## config.mk

```make
export PLATFORM = sky130hd
export DESIGN_NAME = tick_paced_melody_tone_sequencer
export DESIGN_NICKNAME = d
export VERILOG_FILES = /design/src/sv/tpmts_pkg.sv /design/src/sv/tick_paced_melody_tone_sequencer.sv /design/src/sv/tpmts_div.sv
export SDC_FILE = /design/constraint.sdc
export NUM_CORES = 1
export LEC_CHECK = 0
export ABC_CLOCK_PERIOD_IN_PS = 4900
export BUFFER_PORTS_ARGS = -buffer_cell sky130_fd_sc_hd__buf_2
export CORE_MARGIN = 2
export CORE_UTILIZATION = 35
export CTS_BUF_LIST = sky130_fd_sc_hd__clkbuf_16
export CTS_CLUSTER_SIZE = 10
export DETAILED_ROUTE_END_ITERATION = 10
export GPL_TIMING_DRIVEN = 0
export PLACE_DENSITY_LB_ADDON = 0.2
export SKIP_CTS_REPAIR_TIMING = 1
export SLEW_MARGIN = 20
export SYNTH_ARGS = -nofsm -noshare
export SYNTH_HDL_FRONTEND = slang
export SYNTH_HIERARCHICAL = 1
export SYNTH_SLANG_ARGS = --single-unit
```

## constraint.sdc

```tcl
create_clock -name clk -period 4.9 [get_ports clk]
set_input_delay 0.49 -clock clk [delete_from_list [all_inputs] [get_ports clk]]
set_output_delay 0.49 -clock clk [all_outputs]
set_load 0.005 [all_outputs]
```

## src/sv/tpmts_pkg.sv

```systemverilog
`timescale 1ns / 1ps
// ----------------------------------------------------------------------------
// tpmts_pkg
// Shared types and constants of the melody tone sequencer: the fixed tune,
// the divider constants, action codes and the digit-serial geometry.
// ----------------------------------------------------------------------------
package tpmts_pkg;

  localparam int TICK_W     = 64;
  localparam int DIGIT_W    = 2;
  localparam int NUM_DIGITS = TICK_W / DIGIT_W;
  localparam int CNT_W      = $clog2(NUM_DIGITS);
  localparam int LEN_W      = 8;
  localparam int FREQ_W     = 16;
  localparam int POS_W      = 6;
  localparam int QUOT_W     = 21;
  localparam int QCNT_W     = $clog2(QUOT_W);

  localparam logic [QUOT_W-1:0] BASE_CLOCK_HZ = 21'd1193182;
  localparam logic [FREQ_W-1:0] DIV_MAX       = 16'hFFFF;
  localparam logic [FREQ_W-1:0] DIV_MIN       = 16'd2;

  localparam logic [LEN_W-1:0] NOTE_TICKS_RESET = 8'd11;
  localparam logic [LEN_W-1:0] GAP_TICKS_RESET  = 8'd1;

  localparam logic REG_NOTE_TICKS = 1'b0;
  localparam logic REG_GAP_TICKS  = 1'b1;

  localparam logic [1:0] ACT_NONE    = 2'd0;
  localparam logic [1:0] ACT_TONE    = 2'd1;
  localparam logic [1:0] ACT_SILENCE = 2'd2;

  localparam logic [FREQ_W-1:0] TUNE [64] = '{
    16'd622,  16'd659,  16'd740,  16'd988,  16'd622,  16'd659,  16'd740,  16'd988,
    16'd1109, 16'd1245, 16'd1109, 16'd932,  16'd988,  16'd1109, 16'd988,  16'd740,
    16'd740,  16'd831,  16'd988,  16'd740,  16'd831,  16'd988,  16'd1109, 16'd1245,
    16'd988,  16'd1319, 16'd1245, 16'd1319, 16'd1480, 16'd988,  16'd932,  16'd988,
    16'd494,  16'd740,  16'd831,  16'd988,  16'd740,  16'd988,  16'd1109, 16'd1245,
    16'd1109, 16'd932,  16'd988,  16'd740,  16'd622,  16'd740,  16'd494,  16'd0,
    16'd0,    16'd0,    16'd0,    16'd0,    16'd0,    16'd0,    16'd0,    16'd0,
    16'd0,    16'd0,    16'd0,    16'd0,    16'd0,    16'd0,    16'd0,    16'd0
  };

  typedef struct packed {
    logic                start;
    logic [FREQ_W-1:0]   hz;
  } div_req_t;

endpackage

```

## src/sv/tick_paced_melody_tone_sequencer.sv

```systemverilog
`timescale 1ns / 1ps
// ----------------------------------------------------------------------------
// tick_paced_melody_tone_sequencer
// One item at a time: in_stall holds off a new input until the block is idle
// again. The 64-bit deadline compare and saturating add run 2 bits per cycle;
// the bit-serial divider runs alongside. An output stall holds the block
// until the result register frees up; a new input is taken while a previous
// result still waits.
// Reset (sync, active low): note 0 next, deadline 0, in gap, speaker off.
// ----------------------------------------------------------------------------
module tick_paced_melody_tone_sequencer
  import tpmts_pkg::*;
#(
  parameter int TABLE_LENGTH = 48
)
(
  input  logic              clk,
  input  logic              rst_n,
  input  logic              cfg_we,
  input  logic              cfg_index,
  input  logic [LEN_W-1:0]  cfg_wdata,
  input  logic              in_valid,
  output logic              in_stall,
  input  logic [TICK_W-1:0] in_tick_count,
  output logic              out_valid,
  input  logic              out_stall,
  output logic [1:0]        out_action,
  output logic [FREQ_W-1:0] out_divisor,
  output logic              out_speaker_on
);

  typedef enum logic [1:0] {S_IDLE, S_RUN, S_FIN} state_t;

  localparam logic [POS_W:0] TLEN = (POS_W + 1)'(TABLE_LENGTH);

  state_t              state_r;
  logic [CNT_W-1:0]    cnt_r;
  logic [TICK_W-1:0]   now_sr_r;
  logic [TICK_W-1:0]   dl_r;
  logic [TICK_W-1:0]   sum_sr_r;
  logic [LEN_W-1:0]    len_sr_r;
  logic                carry_r;
  logic                ge_r;
  logic                gap_r;
  logic                sounding_r;
  logic                hz_zero_r;
  logic [POS_W-1:0]    pos_r;
  logic [LEN_W-1:0]    note_ticks_r;
  logic [LEN_W-1:0]    gap_ticks_r;
  logic                out_valid_r;
  logic [1:0]          out_action_r;
  logic [FREQ_W-1:0]   out_divisor_r;
  logic                out_speaker_on_r;

  logic                accept;
  logic [POS_W-1:0]    pos_eff;
  logic [POS_W:0]      pos_inc;
  logic [POS_W-1:0]    pos_nxt;
  logic [FREQ_W-1:0]   hz;
  logic [DIGIT_W-1:0]  dig_a;
  logic [DIGIT_W-1:0]  dig_b;
  logic [DIGIT_W:0]    dig_sum;
  logic                ge_nxt;
  logic                out_free;
  logic [1:0]          out_action_nxt;
  logic [FREQ_W-1:0]   out_divisor_nxt;
  logic                out_speaker_on_nxt;
  div_req_t            div_req;
  logic [FREQ_W-1:0]   divisor;

  assign accept   = in_valid && !in_stall;
  assign in_stall = (state_r != S_IDLE);
  assign out_free = !out_valid_r || !out_stall;

  assign pos_eff = ((POS_W + 1)'(pos_r) >= TLEN) ? '0 : pos_r;
  assign pos_inc = (POS_W + 1)'(pos_eff) + 1'b1;
  assign pos_nxt = (pos_inc >= TLEN) ? '0 : pos_inc[POS_W-1:0];
  assign hz      = TUNE[pos_eff];

  assign dig_a   = now_sr_r[DIGIT_W-1:0];
  assign dig_b   = dl_r[DIGIT_W-1:0];
  assign dig_sum = (DIGIT_W + 1)'(dig_a) + (DIGIT_W + 1)'(len_sr_r[DIGIT_W-1:0])
                 + (DIGIT_W + 1)'(carry_r);

  always_comb begin
    if (dig_a[1] != dig_b[1]) begin
      ge_nxt = dig_a[1];
    end else if (dig_a[0] != dig_b[0]) begin
      ge_nxt = dig_a[0];
    end else begin
      ge_nxt = ge_r;
    end
  end

  always_comb begin
    out_action_nxt     = ACT_NONE;
    out_divisor_nxt    = '0;
    out_speaker_on_nxt = sounding_r;
    if (ge_r) begin
      if (!gap_r) begin
        out_action_nxt     = ACT_SILENCE;
        out_speaker_on_nxt = 1'b0;
      end else if (hz_zero_r) begin
        out_action_nxt     = ACT_SILENCE;
        out_speaker_on_nxt = 1'b0;
      end else begin
        out_action_nxt     = ACT_TONE;
        out_divisor_nxt    = divisor;
        out_speaker_on_nxt = 1'b1;
      end
    end
  end

  assign div_req.start = accept;
  assign div_req.hz    = hz;

  tpmts_div u_div (
    .clk     (clk),
    .rst_n   (rst_n),
    .req     (div_req),
    .divisor (divisor)
  );

  always_ff @(posedge clk) begin
    if (!rst_n) begin
      note_ticks_r <= NOTE_TICKS_RESET;
      gap_ticks_r  <= GAP_TICKS_RESET;
    end else if (cfg_we) begin
      case (cfg_index)
        REG_NOTE_TICKS: note_ticks_r <= cfg_wdata;
        REG_GAP_TICKS:  gap_ticks_r  <= cfg_wdata;
        default: ;
      endcase
    end
  end

  always_ff @(posedge clk) begin
    if (!rst_n) begin
      state_r     <= S_IDLE;
      cnt_r       <= '0;
      dl_r        <= '0;
      gap_r       <= 1'b1;
      sounding_r  <= 1'b0;
      pos_r       <= '0;
      out_valid_r <= 1'b0;
    end else begin
      if (state_r == S_FIN && out_free) begin
        out_valid_r <= 1'b1;
      end else if (out_valid_r && !out_stall) begin
        out_valid_r <= 1'b0;
      end
      case (state_r)
        S_IDLE: begin
          if (accept) begin
            now_sr_r  <= in_tick_count;
            len_sr_r  <= gap_r ? note_ticks_r : gap_ticks_r;
            carry_r   <= 1'b0;
            ge_r      <= 1'b1;
            cnt_r     <= '0;
            hz_zero_r <= (hz == '0);
            state_r   <= S_RUN;
          end
        end
        S_RUN: begin
          now_sr_r <= {DIGIT_W'(0), now_sr_r[TICK_W-1:DIGIT_W]};
          dl_r     <= {dl_r[DIGIT_W-1:0], dl_r[TICK_W-1:DIGIT_W]};
          sum_sr_r <= {dig_sum[DIGIT_W-1:0], sum_sr_r[TICK_W-1:DIGIT_W]};
          len_sr_r <= {DIGIT_W'(0), len_sr_r[LEN_W-1:DIGIT_W]};
          carry_r  <= dig_sum[DIGIT_W];
          ge_r     <= ge_nxt;
          cnt_r    <= cnt_r + 1'b1;
          if (cnt_r == CNT_W'(NUM_DIGITS - 1)) begin
            state_r <= S_FIN;
          end
        end
        S_FIN: begin
          if (out_free) begin
            out_action_r     <= out_action_nxt;
            out_divisor_r    <= out_divisor_nxt;
            out_speaker_on_r <= out_speaker_on_nxt;
            sounding_r       <= out_speaker_on_nxt;
            if (ge_r) begin
              dl_r  <= carry_r ? '1 : sum_sr_r;
              gap_r <= !gap_r;
              if (gap_r) begin
                pos_r <= pos_nxt;
              end
            end
            state_r <= S_IDLE;
          end
        end
        default: state_r <= S_IDLE;
      endcase
    end
  end

  assign out_valid      = out_valid_r;
  assign out_action     = out_action_r;
  assign out_divisor    = out_divisor_r;
  assign out_speaker_on = out_speaker_on_r;

endmodule

```

## src/sv/tpmts_div.sv

```systemverilog
`timescale 1ns / 1ps
// ----------------------------------------------------------------------------
// tpmts_div
// Bit-serial restoring divider: base clock over note frequency, one quotient
// bit per cycle, result clamped to the valid timer divisor range.
// ----------------------------------------------------------------------------
module tpmts_div
  import tpmts_pkg::*;
(
  input  logic              clk,
  input  logic              rst_n,
  input  div_req_t          req,
  output logic [FREQ_W-1:0] divisor
);

  logic                run_r;
  logic [QCNT_W-1:0]   cnt_r;
  logic [FREQ_W-1:0]   hz_r;
  logic [FREQ_W-1:0]   rem_r;
  logic [QUOT_W-1:0]   quo_r;

  logic [FREQ_W:0]     trial;
  logic                fits;
  logic [FREQ_W-1:0]   rem_nxt;

  assign trial   = {rem_r, BASE_CLOCK_HZ[cnt_r]};
  assign fits    = trial >= {1'b0, hz_r};
  assign rem_nxt = fits ? FREQ_W'(trial - {1'b0, hz_r}) : trial[FREQ_W-1:0];

  always_ff @(posedge clk) begin
    if (!rst_n) begin
      run_r <= 1'b0;
      cnt_r <= '0;
    end else if (req.start) begin
      run_r <= 1'b1;
      cnt_r <= QCNT_W'(QUOT_W - 1);
      hz_r  <= req.hz;
      rem_r <= '0;
      quo_r <= '0;
    end else if (run_r) begin
      rem_r <= rem_nxt;
      quo_r <= {quo_r[QUOT_W-2:0], fits};
      if (cnt_r == '0) begin
        run_r <= 1'b0;
      end else begin
        cnt_r <= cnt_r - 1'b1;
      end
    end
  end

  always_comb begin
    if (quo_r > QUOT_W'(DIV_MAX)) begin
      divisor = DIV_MAX;
    end else if (quo_r < QUOT_W'(DIV_MIN)) begin
      divisor = DIV_MIN;
    end else begin
      divisor = quo_r[FREQ_W-1:0];
    end
  end

endmodule

```

==> impl_metrics.ini, run 1 <==
[run_status]
status = finished, final reports clean

[sta]
maxSlewViolCount = 0
period_needed_ps = 3340
min_period_over_period_pct = 68.3
clock.fmax_mhz = 299
max_slew.worst_pin.slew_ps = 897
hold_viol_final = 0
grt_setup_unrepaired = false
worst_slack_ps = 1560
hold_ws_ps = 222
setup_tns_ps = 0
slew_headroom_pct = 40.2
finalSetupViolations = 0
final.setup_skew_ps = 16.6

[finish]
fillers = 4186
fin_util_pct = 41.1
final_nets = 1761
seq_area_um2 = 8380
area_growth_pct = 16.2
final_area_um2 = 17200
drive_gt1_share_pct = 11.6
final_cells = 2215
multi_input_area_um2 = 5820

[yosys]
ys_types = 77
synth_top_cell_by_area = edfxtp_1
yosysWarnings = 6
ys_seq_area_share_pct = 56.6
ys_ff_latch = 313
synth_top_area_share_pct = 42.8
netlist_instances = 1500
synth_ff_type = edfxtp_1
avgSynthCellArea_um2 = 9.87
synth.cell_area_um2 = 14800
synth_edf_count = 211
async_flop_share_pct = 0
synthTopCellsByArea = edfxtp_1 (43%), dfxtp_1 (14%), nand2_1 (6.7%), nor3_1 (4.8%), nor2b_1 (4.2%)

[grt]
grt_usage_pct = 15.5
first_global_vias = 10800
grt_pass1_wl_um = 56000
grt_max_degree = 54
antenna_found_initial = 2
grt_overflow = 0

[place]
placed_cells = 2144
place.gp.congestion = 0.881
place_ws_ps = 1530
dpl.hpwl_um = 23100
port_buffers = 98
placed_area_um2 = 16100

[critical_path]
worstSetupStartpointType = register
worst_ep_arrival_time_ps = 3600
worstSetupPathType = register to register
crit_required_ps = 5150
cp-end-kind = register
critPathMaxFanout = 10

[routing]
viasPerCell = 4.96
drt_iter0_markers = 638
vias = 11000
routed_wl_um = 34100
postRouteAntennaNets = 0
drt_pass1_iterations = 5
wl_per_cell_um = 15.4
drc = 0

[cts]
clkTransAtPathRegs_ps = 50
cts_sinks = 313
cts_made_buffers = 38
cts_max_level = 2
clock_path_buffers = 3
clk_latency_ps = 530
clockRootBuffer = clkbuf_16
cts_tree = done

[power]
leakagePower_nw = 6.46
ir_drop_mv = 0.282
powerDensity_nw_per_um2 = 362
finalPower_mw = 6.24

[floorplan]
die_area_um2 = 44000
core-area_um2 = 41900
die_h_um = 210
placementRows = 75
initial_utilization_pct = 35.4
die_x_um = 210
io_pins = 99

[hold_path]
hold_path_class = input port to register

[job]
drv_cap = 0
## cells in the mapped netlist, types with 9 or more instances
cell type	instances
a21oi_1	103
xnor2_1	9
nor2b_1	99
nor2_1	101
o21ai_0	35
edfxtp_1	211
nand2b_1	11
mux2i_1	10
a21boi_0	23
and2_1	25
dfxtp_1	102
or3_1	18
buf_2	20
nand2_1	265
ha_1	35
nor3_1	143
nand3_1	31
inv_1	44
clkbuf_1	60
o21a_1	10
## cell usage in the layout, fill, tap and decap left out, drive strengths merged, types with 11 or more instances in the layout
cell | synthesis | final
a21boi | 23 | 23
nor3 | 144 | 144
inv | 45 | 67
a21oi | 104 | 104
nand2 | 266 | 266
ha | 35 | 35
dfxtp | 102 | 102
nor2 | 102 | 102
and2 | 25 | 25
o21ai | 41 | 41
or3 | 18 | 18
nor2b | 100 | 100
edfxtp | 211 | 211
clkbuf | 61 | 102
nand3 | 32 | 32
nand2b | 11 | 11
buf | 37 | 138
## registers in the layout, summed over array words and instances, names as in the netlist, 2 cells and up
register	count
u_div/rem_r	16
dl_r	64
u_div/quo_r	21
note_ticks_r	8
pos_r	6
out_action	2
out_divisor	16
sum_sr_r	64
u_div/hz_r	16
cnt_r	5
len_sr_r	8
u_div/cnt_r	5
now_sr_r	64
state_r	2
gap_ticks_r	8
## power breakdown
part | switching, mW | internal (mW) | total, mW | leakage [nW]
Combinational | 0.407 | 0.225 | 0.632 | 3.04
Clock | 1.05 | 1.49 | 2.54 | 0.634
Sequential | 0.0603 | 3.01 | 3.07 | 2.79
Total | 1.51 | 4.72 | 6.24 | 6.46
## routing by layer
metal | vias to the layer above | GRT usage, % | wire [µm]
li1 | 5540 | - | -
met1 | 5154 | 21.9 | 16700
met2 | 243 | 24.4 | 15100
met3 | 51 | 2.68 | 1610
met4 | 0 | 4.74 | 685
met5 | - | 0 | 0
## worst max-delay path: stages, from the launching register on
cell,delay [ps]
dfxtp_1,350
buf_2,230
buf_2,270
nand2_1,200
nand2_1,280
inv_1,190
ha_1,390
nor2b_1,230
a211o_1,310
a32oi_1,360
nor2_1,70
nand4bb_1,120
nor4b_2,60
## path summary, 6_finish.rpt
kind                               start                      endpoint  slack (ps)  cells past startpoint
setup / recovery   pos_r[5]$_SDFFE_PN0P_           hz_zero_r$_DFFE_PP_        1560                     12
hold / removal              cfg_wdata[0]  note_ticks_r[0]$_SDFFE_PN1P_         220                      3
setup reg to reg   pos_r[5]$_SDFFE_PN0P_           hz_zero_r$_DFFE_PP_        1560                     12
hold reg to reg   sum_sr_r[61]$_DFFE_PP_        sum_sr_r[59]$_DFFE_PP_         450                      0
## cell families (layout without fill, tap and decap cells)
family / after synthesis / in the layout / synth area share [%]
other: 1 / 7 / 0.0253
DFF: 313 / 313 / 56.6
AOI/OAI and AO/OA: 246 / 246 / 10.4
buffers and inverters: 144 / 314 / 4.27
muxes: 11 / 11 / 0.828
and+or+nand+nor: 729 / 729 / 23.4
adders and majority gates: 39 / 39 / 3.43
xor gates and xnor gates: 17 / 17 / 1.01
## area by class of cell
class | count | share of cell area (%)
inverter | 46 | 1.02
clock buffer | 41 | 5.96
multi-input combinational | 1047 | 33.8
clock inverter | 28 | 0.618
antenna | 2 | 0.0291
timing repair buffer | 101 | 3.29
sequential | 313 | 48.7
tap | 539 | 3.92
buffer | 98 | 2.67
Power figures use the tool's default switching activity.
==> run 2: changes to the inputs <==
- ABC_CLOCK_PERIOD_IN_PS: 4900 -> 2900
- clock period: 4.9 -> 2.9 ns (I/O delays scaled with it)
==> run 2 against run 1 <==
The run now ends with negative hold slack left. Critical path type unchanged. Clock power up 70%. Sequential power rose by 69%. Largest power group unchanged. Cell count increased by 0.63%. Maximum frequency up 19%. Non-clock buffer count increased by 15.
==> impl_metrics.ini, run 2 (synthesis results as in run 1) <==
[power]
powerDensity_nw_per_um2 = 606
finalPower_mw = 10.6
ir_drop_mv = 0.463
leakagePower_nw = 6.55

[floorplan]
core-area_um2 = 41900
die_area_um2 = 44000
die_h_um = 210
initial_utilization_pct = 35.4
die_x_um = 210
io_pins = 99
placementRows = 75

[run_status]
status = finished with violations
violations = negative hold slack

[sta]
maxSlewViolCount = 0
min_period_over_period_pct = 96.9
hold_viol_final = 1
final.setup_skew_ps = 20.8
setup_tns_ps = 0
max_slew.worst_pin.slew_ps = 813
period_needed_ps = 2810
grt_setup_unrepaired = true
finalSetupViolations = 0
hold_ws_ps = -16.3
clock.fmax_mhz = 356
slew_headroom_pct = 45.8

[cts]
clock_path_buffers = 3
clk_latency_ps = 550
cts_sinks = 313
clockRootBuffer = clkbuf_16
cts_tree = done
cts_made_buffers = 38
cts_max_level = 2
clkTransAtPathRegs_ps = 50

[grt]
grt_pass1_wl_um = 55600
first_global_vias = 10600
grt_usage_pct = 15.5
antenna_found_initial = 1
grt_overflow = 0
grt_max_degree = 54

[critical_path]
cpPeakStageDelay_ps = 380
worstSetupStartpointType = register
crit_required_ps = 3190
worstSetupPathType = register to register
critPathSlowestCell = dfxtp_4
worst_ep_arrival_time_ps = 3100
critPathMaxFanout = 5
worst_path_most_repeated_cell = o21ai_2
critical_path.cell_chain = inv_4 -> ha_4 -> o21ai_2 -> a21oi_2 -> o21ai_2 -> ha_2 -> fa_2 -> nor2b_2 -> o31a_1 -> o21a_2 -> a311oi_2 -> xor2_1 -> o22ai_1
cp-end-kind = register

[routing]
routed_wl_um = 33900
vias = 11100
drc = 0
postRouteAntennaNets = 0
drt_iter0_markers = 803
drt_pass1_iterations = 5
wl_per_cell_um = 15.2
viasPerCell = 4.98

[finish]
final_cells = 2229
fin_util_pct = 41.8
fillers = 4148
final_common_cell = nand2_1
final_area_um2 = 17500
area_growth_pct = 18.2
biggestRegsByFlops = dl_r (64), now_sr_r (64), sum_sr_r (64)
final_cell_mix = nand2_1 (262), edfxtp_1 (211), nor3_1 (142)
drive_gt1_share_pct = 13.7
final_nets = 1776

[place]
place.gp.congestion = 0.851
placed_cells = 2144
dpl.hpwl_um = 22600
placed_area_um2 = 16100
port_buffers = 98

[hold_path]
hold_path_class = input port to register

[job]
drv_cap = 0
## run 2: cell count changes in the layout (fill, tap and decap cells not counted), moves of 3 or more
cell / previous run / this run
ha_2: 0 / 4
buf_2: 118 / 114
o21ai_2: 0 / 3
buf_4: 5 / 12
dfxtp_1: 102 / 99
o21ai_0: 35 / 32
clkinv_1: 6 / 3
ha_1: 35 / 29
buf_6: 5 / 8
dlygate4sd3_1: 0 / 9
## run 2: layout make-up
type                       instances  area, µm²  share of cell area [%]
sequential                       313       8390                    47.9
multi-input combinational       1047       5940                    33.9
clock buffer                      41       1030                    5.86
timing repair buffer             117        716                    4.09
tap                              539        674                    3.85
buffer                            97        478                    2.73
inverter                          46        181                    1.04
clock inverter                    28        110                   0.629
antenna                            1       2.50                  0.0143
## run 2: per-layer routing
metal  vias up  part of all wire [%]  wire length, µm  GRT usage (%)
met4         0                   2.9              998           5.62
met5         -                     0                0              0
met1      5203                    48            16400           21.4
met3        69                   5.1             1720           3.59
met2       250                    44            14800           23.9
li1       5577                     -                -              -
## run 2: path summary, 6_finish.rpt
check	cells after the start	end	slack (ps)	start
worst min register to register	0	sum_sr_r[41]$_DFFE_PP_	450	sum_sr_r[43]$_DFFE_PP_
worst max-delay path	13	u_div/rem_r[12]$_SDFFCE_PP0P_	90	u_div/cnt_r[0]$_SDFFE_PP0P_
worst min-delay path	3	note_ticks_r[0]$_SDFFE_PN1P_	-20	cfg_wdata[0]
worst max register to register	13	u_div/rem_r[12]$_SDFFCE_PP0P_	90	u_div/cnt_r[0]$_SDFFE_PP0P_
## run 2: worst max-delay path, delay by kind of cell (launching register included)
family / cells / cell delay (ps)
adder cells (fa/ha/maj): 3 / 580
AND/OR/NAND/NOR: 1 / 50
AO/OA/AOI/OAI: 7 / 1310
flip-flops: 1 / 380
buffers and inverters: 1 / 50
XOR/XNOR: 1 / 180
## run 2: report_power, final
group | switching, mW | internal, mW | total (mW)
registers | 0.110 | 5.08 | 5.19
clock network | 1.80 | 2.52 | 4.32
logic | 0.688 | 0.406 | 1.09
## run 2: metrics by stage
stage / worst slack, ps / hold slack [ps]
after floorplan: 79.2 / 408
after global placement: -799 / 432
after detailed placement: -495 / 434
after CTS: -515 / -55.6
after global routing: -55.2 / 0.564
final: 89.3 / -16.3
